**src/design/modbus_rtu_request_framer_defines.svh**
```systemverilog
// Assertion macros for the Modbus RTU request framer.
`ifndef MODBUS_RTU_REQUEST_FRAMER_DEFINES_SVH
`define MODBUS_RTU_REQUEST_FRAMER_DEFINES_SVH
`ifndef SYNTHESIS
`define MRF_ASSERT_IMPL(label, clk, rstn, ante, cons) \
    label: assert property (@(posedge clk) disable iff (!rstn) (ante) |-> (cons)) \
        else $error("assertion failed");
`define MRF_ASSERT_NEXT(label, clk, rstn, ante, cons) \
    label: assert property (@(posedge clk) disable iff (!rstn) (ante) |=> (cons)) \
        else $error("assertion failed");
`else
`define MRF_ASSERT_IMPL(label, clk, rstn, ante, cons)
`define MRF_ASSERT_NEXT(label, clk, rstn, ante, cons)
`endif
`endif

```
**src/design/mrf_pkg.sv**
```systemverilog
// Shared types, codes and CRC function for the Modbus RTU request framer.
package mrf_pkg;

    localparam int QUEUE_DEPTH_DEF = 2;

    localparam logic [2:0] OP_FC01 = 3'd0;
    localparam logic [2:0] OP_FC02 = 3'd1;
    localparam logic [2:0] OP_FC03 = 3'd2;
    localparam logic [2:0] OP_FC04 = 3'd3;
    localparam logic [2:0] OP_FC05 = 3'd4;
    localparam logic [2:0] OP_FC06 = 3'd5;
    localparam logic [2:0] OP_FC16 = 3'd6;

    localparam logic KIND_HEADER  = 1'b0;
    localparam logic KIND_PAYLOAD = 1'b1;

    localparam logic [15:0] CRC_INIT = 16'hFFFF;
    localparam logic [15:0] CRC_POLY = 16'hA001;

    // One queued command: a whole request header or one payload byte.
    typedef struct packed {
        logic        is_header;
        logic [2:0]  opcode;
        logic [7:0]  slave_addr;
        logic [15:0] reg_addr;
        logic [15:0] count_or_value;
        logic [7:0]  payload_byte;
        logic        last;
    } cmd_t;

    function automatic logic [7:0] fcode_of(input logic [2:0] op);
        logic [7:0] fc;
        case (op)
            OP_FC01: fc = 8'h01;
            OP_FC02: fc = 8'h02;
            OP_FC03: fc = 8'h03;
            OP_FC04: fc = 8'h04;
            OP_FC05: fc = 8'h05;
            OP_FC06: fc = 8'h06;
            OP_FC16: fc = 8'h10;
            default: fc = 8'h00;
        endcase
        return fc;
    endfunction

    function automatic logic [15:0] crc_feed(input logic [15:0] crc_in, input logic [7:0] b);
        logic [15:0] c;
        c = crc_in ^ {8'h00, b};
        for (int k = 0; k < 8; k++) begin
            if (c[0]) begin
                c = (c >> 1) ^ CRC_POLY;
            end else begin
                c = c >> 1;
            end
        end
        return c;
    endfunction

endpackage

```
**src/design/modbus_rtu_request_framer.sv**
```systemverilog
// Header transactions enter the command queue; the back end registers each frame byte
// onto m_tdata. A fixed request gives 8 bytes, a write-multiple header 7 (9 when its
// count is zero); a payload byte gives 1, the last one 3 (data + CRC). One byte per
// cycle goes out while commands are queued and m_tready is high; s_tready drops only
// while the command queue is full, until the back end finishes its head command.
// Reset: synchronous, active low; clears the queue, payload tracking and the CRC.
`include "modbus_rtu_request_framer_defines.svh"
module modbus_rtu_request_framer import mrf_pkg::*; #(
    parameter int QUEUE_DEPTH = QUEUE_DEPTH_DEF
) (
    input  logic        aclk,
    input  logic        aresetn,
    input  logic        s_tvalid,
    output logic        s_tready,
    // opcode[2:0], slave_addr[10:3], reg_addr[26:11], count_or_value[42:27],
    // payload_byte[50:43], zero fill [55:51]
    input  logic [55:0] s_tdata,
    // item_kind[0]
    input  logic [0:0]  s_tuser,
    output logic        m_tvalid,
    input  logic        m_tready,
    // frame_byte[7:0]
    output logic [7:0]  m_tdata,
    output logic        m_tlast
);

    logic push, pop, q_empty, q_full, fire;
    cmd_t push_cmd, head;

    mrf_front u_front (
        .aclk     (aclk),
        .aresetn  (aresetn),
        .s_tvalid (s_tvalid),
        .s_tready (s_tready),
        .s_tdata  (s_tdata),
        .s_tuser  (s_tuser),
        .q_full   (q_full),
        .push     (push),
        .push_cmd (push_cmd)
    );

    mrf_queue #(
        .DEPTH (QUEUE_DEPTH)
    ) u_queue (
        .aclk     (aclk),
        .aresetn  (aresetn),
        .push     (push),
        .push_cmd (push_cmd),
        .pop      (pop),
        .head     (head),
        .empty    (q_empty),
        .full     (q_full)
    );

    mrf_back u_back (
        .aclk     (aclk),
        .aresetn  (aresetn),
        .head     (head),
        .q_empty  (q_empty),
        .pop      (pop),
        .fire     (fire),
        .m_tvalid (m_tvalid),
        .m_tready (m_tready),
        .m_tdata  (m_tdata),
        .m_tlast  (m_tlast)
    );

    `MRF_ASSERT_IMPL(a_no_push_full, aclk, aresetn, push, !q_full)
    `MRF_ASSERT_IMPL(a_no_pop_empty, aclk, aresetn, pop, !q_empty)
    `MRF_ASSERT_NEXT(a_fire_shows, aclk, aresetn, fire, m_tvalid)

endmodule

```
**src/design/mrf_front.sv**
```systemverilog
// Front end: accepts input items, drops invalid ones and queues commands.
module mrf_front import mrf_pkg::*; (
    input  logic        aclk,
    input  logic        aresetn,
    input  logic        s_tvalid,
    output logic        s_tready,
    input  logic [55:0] s_tdata,
    input  logic [0:0]  s_tuser,
    input  logic        q_full,
    output logic        push,
    output cmd_t        push_cmd
);

    logic        in_payload_reg, in_payload_next;
    logic [16:0] remaining_reg, remaining_next;
    logic        accept;
    logic [2:0]  opcode;
    logic [15:0] cv;

    assign s_tready = !q_full;
    assign accept   = s_tvalid && s_tready;
    assign opcode   = s_tdata[2:0];
    assign cv       = s_tdata[42:27];

    always_comb begin
        in_payload_next = in_payload_reg;
        remaining_next  = remaining_reg;
        push            = 1'b0;
        push_cmd.is_header      = (s_tuser[0] == KIND_HEADER);
        push_cmd.opcode         = opcode;
        push_cmd.slave_addr     = s_tdata[10:3];
        push_cmd.reg_addr       = s_tdata[26:11];
        push_cmd.count_or_value = cv;
        push_cmd.payload_byte   = s_tdata[50:43];
        push_cmd.last           = (remaining_reg == 17'd1);
        if (accept) begin
            if (s_tuser[0] == KIND_HEADER) begin
                if (opcode <= OP_FC16) begin
                    push = 1'b1;
                    if (opcode == OP_FC16 && cv != 16'd0) begin
                        in_payload_next = 1'b1;
                        remaining_next  = {cv, 1'b0};
                    end else begin
                        in_payload_next = 1'b0;
                        remaining_next  = '0;
                    end
                end
            end else if (in_payload_reg && remaining_reg != 17'd0) begin
                push           = 1'b1;
                remaining_next = remaining_reg - 17'd1;
                if (remaining_reg == 17'd1) begin
                    in_payload_next = 1'b0;
                end
            end
        end
    end

    always_ff @(posedge aclk) begin
        if (!aresetn) begin
            in_payload_reg <= 1'b0;
            remaining_reg  <= '0;
        end else begin
            in_payload_reg <= in_payload_next;
            remaining_reg  <= remaining_next;
        end
    end

endmodule

```
**src/design/mrf_queue.sv**
```systemverilog
// Short command queue between the front end and the byte sequencer.
module mrf_queue import mrf_pkg::*; #(
    parameter int DEPTH = QUEUE_DEPTH_DEF
) (
    input  logic aclk,
    input  logic aresetn,
    input  logic push,
    input  cmd_t push_cmd,
    input  logic pop,
    output cmd_t head,
    output logic empty,
    output logic full
);

    localparam int PW = (DEPTH > 1) ? $clog2(DEPTH) : 1;
    localparam int CW = $clog2(DEPTH + 1);
    localparam logic [PW-1:0] LAST_PTR = PW'(DEPTH - 1);
    localparam logic [CW-1:0] FULL_CNT = CW'(DEPTH);

    cmd_t          mem [DEPTH];
    logic [PW-1:0] wr_ptr_reg, rd_ptr_reg;
    logic [CW-1:0] count_reg;

    assign head  = mem[rd_ptr_reg];
    assign empty = (count_reg == '0);
    assign full  = (count_reg == FULL_CNT);

    always_ff @(posedge aclk) begin
        if (push) begin
            mem[wr_ptr_reg] <= push_cmd;
        end
    end

    always_ff @(posedge aclk) begin
        if (!aresetn) begin
            wr_ptr_reg <= '0;
            rd_ptr_reg <= '0;
            count_reg  <= '0;
        end else begin
            if (push) begin
                wr_ptr_reg <= (wr_ptr_reg == LAST_PTR) ? '0 : wr_ptr_reg + PW'(1);
            end
            if (pop) begin
                rd_ptr_reg <= (rd_ptr_reg == LAST_PTR) ? '0 : rd_ptr_reg + PW'(1);
            end
            if (push && !pop) begin
                count_reg <= count_reg + CW'(1);
            end else if (pop && !push) begin
                count_reg <= count_reg - CW'(1);
            end
        end
    end

endmodule

```
**src/design/mrf_back.sv**
```systemverilog
// Back end: walks each queued command byte by byte, runs the CRC, drives the output.
module mrf_back import mrf_pkg::*; (
    input  logic        aclk,
    input  logic        aresetn,
    input  cmd_t        head,
    input  logic        q_empty,
    output logic        pop,
    output logic        fire,
    output logic        m_tvalid,
    input  logic        m_tready,
    output logic [7:0]  m_tdata,
    output logic        m_tlast
);

    typedef enum logic [1:0] {
        BK_DATA,
        BK_CRC_LO,
        BK_CRC_HI
    } byte_kind_t;

    logic [3:0]  idx_reg, idx_next;
    logic [15:0] crc_reg, crc_next;
    logic        m_valid_reg;
    logic [7:0]  m_data_reg;
    logic        m_last_reg;

    byte_kind_t  bkind;
    logic [7:0]  data_byte;
    logic [7:0]  out_byte;
    logic        cmd_done;
    logic        is_fc16;
    logic [15:0] crc_base;

    assign m_tvalid = m_valid_reg;
    assign m_tdata  = m_data_reg;
    assign m_tlast  = m_last_reg;

    assign fire    = !q_empty && (!m_valid_reg || m_tready);
    assign pop     = fire && cmd_done;
    assign is_fc16 = (head.opcode == OP_FC16);

    always_comb begin
        bkind     = BK_DATA;
        data_byte = head.payload_byte;
        cmd_done  = 1'b0;
        if (head.is_header) begin
            case (idx_reg)
                4'd0: data_byte = head.slave_addr;
                4'd1: data_byte = fcode_of(head.opcode);
                4'd2: data_byte = head.reg_addr[15:8];
                4'd3: data_byte = head.reg_addr[7:0];
                4'd4: data_byte = head.count_or_value[15:8];
                4'd5: data_byte = head.count_or_value[7:0];
                4'd6: begin
                    // byte count is the low byte of twice the register count
                    data_byte = {head.count_or_value[6:0], 1'b0};
                    if (is_fc16) begin
                        cmd_done = (head.count_or_value != 16'd0);
                    end else begin
                        bkind = BK_CRC_LO;
                    end
                end
                4'd7: begin
                    if (is_fc16) begin
                        bkind = BK_CRC_LO;
                    end else begin
                        bkind    = BK_CRC_HI;
                        cmd_done = 1'b1;
                    end
                end
                default: begin
                    bkind    = BK_CRC_HI;
                    cmd_done = 1'b1;
                end
            endcase
        end else begin
            case (idx_reg)
                4'd0: cmd_done = !head.last;
                4'd1: bkind = BK_CRC_LO;
                default: begin
                    bkind    = BK_CRC_HI;
                    cmd_done = 1'b1;
                end
            endcase
        end
    end

    always_comb begin
        // a header restarts the CRC on its first byte
        crc_base = (head.is_header && idx_reg == 4'd0) ? CRC_INIT : crc_reg;
        crc_next = crc_reg;
        out_byte = data_byte;
        case (bkind)
            BK_DATA:   crc_next = crc_feed(crc_base, data_byte);
            BK_CRC_LO: out_byte = crc_reg[7:0];
            BK_CRC_HI: begin
                out_byte = crc_reg[15:8];
                crc_next = CRC_INIT;
            end
            default:   crc_next = crc_reg;
        endcase
        idx_next = cmd_done ? 4'd0 : idx_reg + 4'd1;
    end

    always_ff @(posedge aclk) begin
        if (!aresetn) begin
            idx_reg     <= '0;
            crc_reg     <= CRC_INIT;
            m_valid_reg <= 1'b0;
            m_last_reg  <= 1'b0;
        end else if (fire) begin
            idx_reg     <= idx_next;
            crc_reg     <= crc_next;
            m_valid_reg <= 1'b1;
            m_last_reg  <= (bkind == BK_CRC_HI);
        end else if (m_tready) begin
            m_valid_reg <= 1'b0;
        end
    end

    always_ff @(posedge aclk) begin
        if (fire) begin
            m_data_reg <= out_byte;
        end
    end

endmodule

```
**config.mk**
```make
export PLATFORM = sky130hd
export DESIGN_NAME = modbus_rtu_request_framer
export DESIGN_NICKNAME = d
export VERILOG_FILES = /design/src/design/mrf_pkg.sv /design/src/design/modbus_rtu_request_framer.sv /design/src/design/mrf_front.sv /design/src/design/mrf_queue.sv /design/src/design/mrf_back.sv
export VERILOG_INCLUDE_DIRS = /design/src /design/src/design
export SDC_FILE = /design/constraint.sdc
export NUM_CORES = 1
export LEC_CHECK = 0
export BUFFER_PORTS_ARGS = -buffer_cell sky130_fd_sc_hd__buf_2
export CORE_MARGIN = 3
export CORE_UTILIZATION = 63
export CTS_CLUSTER_SIZE = 8
export DETAILED_ROUTE_END_ITERATION = 7
export HOLD_SLACK_MARGIN = 0.02
export PLACE_DENSITY = 0.86
export SYNTH_ARGS = -nofsm -noshare
export SYNTH_HDL_FRONTEND = slang
export SYNTH_SLANG_ARGS = --single-unit
export TNS_END_PERCENT = 20
```
**constraint.sdc**
```tcl
create_clock -name aclk -period 13.4 [get_ports aclk]
set_input_delay 2.68 -clock aclk [delete_from_list [all_inputs] [get_ports aclk]]
set_output_delay 2.68 -clock aclk [all_outputs]
set_load 0.02 [all_outputs]
```
==> results.md, run 1 <==
- Die height: 117 um
- Required @ worst endpoint: 13.76 ns
- CTS root buffer: clkbuf_16
- Delay of the slowest critical-path stage: 0.51 ns
- Max reg flops: 106
- Leakage: 0.00305 uW
- Hold_ws: 0.509 ns
- Ys flop type: edfxtp_1
- Core Footprint: 0.0117 sq mm
- Hold Path Class: register to register
- Sw Pwr: 753 uW
- Cell with the most instances on the worst path: inv_1
- Layout Utilization: 73.9%
- Post-synthesis cell area: 0.00771 sq mm
- Finished Cell Area: 0.00866 sq mm
- IO buf count: 66
- Post-placement cell area: 0.00808 sq mm
- Comb pwr share: 42.7%
- Final setup violation count: 0
- 1st-pass router iterations: 5
- Yosys warns: 0
- Hold Violations, Final: 0
- Vias in the first global route: 5,588
- Fmax: 188 MHz
- Least-Margin Pin Slew: 0.884 ns
- R2R depth: 11
- Synthesized flop and latch total: 159
- Initial core utilization: 65.9%
- Peak supply drop: 0.125 mV
- Hpwl dp: 12.4 mm
- Largest family of logic cells by synthesized area: simple AND/OR/NAND/NOR gates
- Most common cell after layout, fill and taps aside: edfxtp_1
- Slew HR: 41.1%
- CP endpoint kind: register
- Final Wtd Congestion: 0.903
- Worst path depth: 9
- Congestion Overflow GR: 0
- DRC: 0
- # IOs: 72
- CTS sink cnt: 159
- Synthesized Nets: 737
- Critical path type: input port to register
- Largest net degree at the start of global routing: 64
- Synth Area in XOR/XNOR: 3.76%
- Die Width: 117 um
- TNS Setup: 0 ns
- Post-CTS Hold Buffers: 0
- Mean routed wirelength per cell: 21.1 um
- Detail Route Antenna Nets: 0
- CP startpoint kind: input port
- Post-CTS setup buffer count: 0
- Slew Viols, Final: 0
- Worst endpoint data arrival time: 5.67 ns
- CP Max Fanout: 19
- Post-Syn Instances: 667
- Register area share after synthesis: 56.1%
- Row cnt: 39
- Compound-Gate Fraction of Synth Area: 14.5%
- Maxcap violations: 0
- Tcrit/Tclk final: 39.6%
- Final WL: 18.6 mm
- Synth cell types: 74
- Num CTS Buffers: 17
- Clock buffer depth: 2
- # diodes: 0
- Share of layout cells above drive strength 1: 17.3%
- Initial antenna violation count: 0
- WHS Path Cells: 2
- Area Growth Syn to Fin: 12.2%
- Post-synthesis adder-cell area fraction: 1.46%
- CP top delay family: buffers and inverters
- Async S/R FF share, synth: 0%
- Pint: 1230 uW
- Final Non-Filler Cells: 879
- First-pass GRT wire length: 29.2 mm
- H-tree levels: 4
- Switching Share: 37.9%
- Synth Area in Simple Gates: 15.3%
- Fin crit period: 5.31 ns
- Avg Synthesized Cell Area: 11.6 sq um
- Die ar.: 0.0136 sq mm
- Worst-Skew Late Latency: 0.44 ns
- Power share of the clock group: 23.8%
- Crit path cell chain: buf_2 -> inv_1 -> nand4_1 -> o2111a_1 -> nand2_1 -> inv_1 -> ha_1 -> or3_1 -> a21boi_0
- Outcome: completed
- Number of flops mapped to enable cells by yosys: 114
- 1st-iter DRT viols: 706
- Fin nets: 793
- Clock skew: 0.00931 ns
- CTS tree: done
- Commonest non-fill, non-tap cells in the layout: edfxtp_1 (114), buf_2 (66), nand2_1 (55)
- Mux cell area share after synthesis: 5.65%
- Vias/cell: 6.63
- Crit path buf inv count: 3
- Sequential share of power: 33.5%
- Crit-path slowest cell: nand2_1
- CTS resizes: 0
- Worst-path clk slew: 0.06 ns
- DP Cell Count: 847
- DR vias: 5,827
- RSZ-0062 raised after global routing: false
- Gr usage total: 28.6%
- Power Dens Cells: 229 mW/mm^2
==> routing by layer <==
metal,vias up,global-route usage (%),wire length [um]
met5,-,0,0
met4,0,12.0,468
met3,38,8.13,1650
met2,316,44.8,9040
met1,2816,37.6,7390
li1,2657,-,-
==> tightest hold or removal path: cells and delay by family (launching register included) <==
family / cells / cell delay (ns)
AND/OR/NAND/NOR: 1 / 0.05
flip-flops: 1 / 0.35
AO/OA/AOI/OAI: 1 / 0.08
==> through the flow <==
step	setup slack [ns]	total power (uW)
floorplan	6.97	1320
global placement	7.82	1470
detailed placement	7.75	1500
CTS	8.17	1980
global route	7.93	2090
finish	8.09	1990
==> worst paths after layout <==
kind / to / slack (ns) / from
worst min register to register: u_back.crc_reg[14]$_SDFFE_PN1P_ / 0.51 / u_back.crc_reg[14]$_SDFFE_PN1P_
worst min-delay path: u_back.crc_reg[14]$_SDFFE_PN1P_ / 0.51 / u_back.crc_reg[14]$_SDFFE_PN1P_
worst max register to register: u_back.crc_reg[0]$_SDFFE_PN1P_ / 9.43 / register
worst max-delay path: u_queue.count_reg[1]$_SDFFE_PN0P_ / 8.09 / s_tuser
==> Yosys cell counts (4+ instances only) <==
library cell | number | area, sq um
nand2_1 | 55 | 206
nor3b_1 | 5 | 37.5
buf_2 | 8 | 40.0
o211ai_1 | 4 | 30.0
o21ai_0 | 31 | 155
nand2b_1 | 4 | 25.0
and3_1 | 7 | 43.8
edfxtp_1 | 114 | 3420
nand4_1 | 6 | 37.5
a22oi_1 | 17 | 128
clkbuf_1 | 19 | 71.3
nand3b_1 | 6 | 45.0
xnor2_1 | 20 | 175
dfxtp_1 | 45 | 901
o22a_1 | 5 | 43.8
a21oi_1 | 22 | 110
and2_1 | 13 | 81.3
nor2b_1 | 16 | 100
a211oi_1 | 4 | 30.0
o31a_1 | 5 | 43.8
mux2i_1 | 39 | 390
nand3_1 | 9 | 45.0
nor2_1 | 38 | 143
inv_1 | 13 | 48.8
xor2_1 | 8 | 70.1
a221oi_1 | 8 | 70.1
nor3_1 | 16 | 80.1
ha_1 | 9 | 113
nor4_1 | 16 | 100
buf_6 | 7 | 78.8
o22ai_1 | 21 | 131
==> power groups by stage <==
stage	Combinational, uW	Sequential [uW]	Clock [uW]
after detailed placement	827	675	0
after global placement	799	670	0
final	847	666	473
after CTS	835	665	477
after floorplan	636	686	0
after global routing	915	672	502
==> area by class of cell <==
type | instances | area (sq um)
Clock buffer | 18 | 429
Clock inverter | 14 | 145
Fill cell | 810 | 3050
Inverter | 14 | 52.6
Multi-Input combinational cell | 458 | 3140
Sequential cell | 159 | 4330
Tap cell | 143 | 179
Timing Repair Buffer | 73 | 383
==> cell families (layout without fill, tap and decap cells) <==
kind of cell / Yosys count / count (layout)
and+or+nand+nor: 218 / 218
DFF: 159 / 159
AOI/OAI and AO/OA: 158 / 158
buffers and inverters: 50 / 119
muxes: 43 / 43
xor gates and xnor gates: 30 / 30
adders and majority gates: 9 / 9
No activity file was read; power rests on OpenSTA's default activity.
==> inputs of run 2 (changes only) <==
CORE_UTILIZATION = 60   (was 63)
PLACE_DENSITY = 0.82   (was 0.86)
clock period = 5.4 ns   (was 13.4 ns; I/O delays follow)
==> run 2 against run 1 <==
Net effect:
- first-iteration DRC count down 13%
- clock skew down 0.0033 ns
- critical endpoint is now u_back.crc_reg[0]$_SDFFE_PN1P_
- register-to-register slack worse by 8.0 ns
- count of clock-buffer cells in the layout down 1
- combinational power up 150%
- largest power group unchanged
- final area up 0.36%
- final cell count up 2.8%
==> results.md, run 2 (synthesis gave the netlist of run 1 again) <==
- Delay of the slowest critical-path stage: 0.65 ns
- Final Non-Filler Cells: 904
- Die Width: 119 um
- Required @ worst endpoint: 5.72 ns
- Core Footprint: 0.0123 sq mm
- Final WL: 18.2 mm
- Initial core utilization: 62.9%
- CTS resizes: 0
- Reg2Reg Setup Slack: 1.46 ns
- Crit path cell chain: inv_1 -> ha_1 -> or3b_1 -> nor2_2 -> nor2_1 -> or3_4 -> a21bo_1 -> a21o_1 -> and2_4 -> xnor3_1 -> o22a_1
- Post-CTS setup buffer count: 0
- Most common cell after layout, fill and taps aside: edfxtp_1
- Gr usage total: 26.3%
- CP Max Fanout: 14
- Fmax: 254 MHz
- Tcrit/Tclk final: 72.9%
- Share of layout cells above drive strength 1: 17.3%
- Fin nets: 793
- Detail Route Antenna Nets: 0
- Final Wtd Congestion: 0.956
- Outcome: completed
- Post-CTS Hold Buffers: 0
- CTS tree: done
- Num CTS Buffers: 17
- Critical path type: register to register
- Hold Violations, Final: 0
- Initial antenna violation count: 0
- CTS root buffer: clkbuf_16
- 1st-iter DRT viols: 614
- DRC: 0
- Peak supply drop: 0.246 mV
- Power Dens Cells: 567 mW/mm^2
- Crit-path slowest cell: or3b_1
- Slew HR: 41.4%
- Leakage: 0.00306 uW
- Fin crit period: 3.94 ns
- Vias in the first global route: 5,575
- # diodes: 0
- Vias/cell: 6.41
- Layout Utilization: 70.9%
- # IOs: 72
- Reg2Reg Launch Point: u_back.idx_reg[0]$_SDFFE_PN0P_
- CP Launch Point: u_back.idx_reg[0]$_SDFFE_PN0P_
- Row cnt: 40
- Hpwl dp: 12.3 mm
- Final setup violation count: 0
- Worst endpoint data arrival time: 4.25 ns
- Worst-Skew Late Latency: 0.43 ns
- TNS Setup: 0 ns
- IO buf count: 66
- Commonest non-fill, non-tap cells in the layout: edfxtp_1 (114), buf_2 (66), nand2_1 (55)
- Largest net degree at the start of global routing: 63
- Slew Viols, Final: 0
- Worst-path clk slew: 0.06 ns
- DR vias: 5,793
- Clock buffer depth: 2
- 1st-pass router iterations: 8
- Least-Margin Pin Slew: 0.880 ns
- Hold Path Class: register to register
- Mean routed wirelength per cell: 20.2 um
- Die ar.: 0.0143 sq mm
- Max reg flops: 106
- H-tree levels: 4
- Die height: 119 um
- RSZ-0062 raised after global routing: false
- First-pass GRT wire length: 29.2 mm
- CTS sink cnt: 159
- CP startpoint kind: register
- Congestion Overflow GR: 0
- Clock skew: 0.00597 ns
- Maxcap violations: 0
- CP endpoint kind: register
- DP Cell Count: 872
- Area Growth Syn to Fin: 12.7%
- Hold wc startpoint: u_back.m_tlast$_SDFFE_PN0P_
[run 2: changes by cell type in the layout (fill, tap and decap cells not counted)]
cell        change
clkbuf_1        -1
clkinv_1        +1
clkinv_2        +1
clkinv_4        +1
clkinvlp_4      -1
inv_6           -2
inv_8           +1
[run 2: path summary, 6_finish.rpt]
| kind | to | cells past startpoint |
|---|---|---|
| max reg2reg | u_back.crc_reg[0]$_SDFFE_PN1P_ | 11 |
| min reg2reg | u_back.m_tlast$_SDFFE_PN0P_ | 2 |
| max | u_back.crc_reg[0]$_SDFFE_PN1P_ | 11 |
| min | u_back.m_tlast$_SDFFE_PN0P_ | 2 |
[run 2: stage by stage]
step                setup slack [ns]  hold WS (ns)  instance area [sq um]  total power, uW
floorplan                      0.570         0.469                   7710             3280
global placement                1.47         0.496                   8110             3650
detailed placement              1.34         0.506                   8110             3720
CTS                             1.54         0.522                   8690             4910
global route                    1.32         0.549                   8690             5180
finish                          1.46         0.521                   8690             4930
[run 2: metal layers]
layer	vias to the layer above	wire length (um)	track usage, %
li1	2661	-	-
met1	2814	7340	34.8
met2	278	8910	41.9
met3	40	1570	6.32
met4	0	424	10.5
met5	-	0	0
[run 2: cell type report]
| cell class | count | area [sq um] |
|---|---|---|
| clock buffer | 17 | 425 |
| clock inverter | 15 | 149 |
| fill | 875 | 3570 |
| inverter | 14 | 52.6 |
| multi-input combinational | 458 | 3140 |
| sequential | 159 | 4330 |
| tap | 168 | 210 |
| timing repair buffer | 73 | 383 |
[run 2: report_power, final]
part	switching [uW]	internal, uW
clock	516	651
combinational	1240	864
sequential	106	1550
[run 2: worst max-delay path: cells and delay by family (launching register included)]
family | cells | cell delay [ns]
flops | 1 | 0.36
simple gates | 5 | 1.90
buf+inv | 1 | 0.10
xor+xnor | 1 | 0.36
compound gates | 3 | 0.59
fa+ha+maj | 1 | 0.51
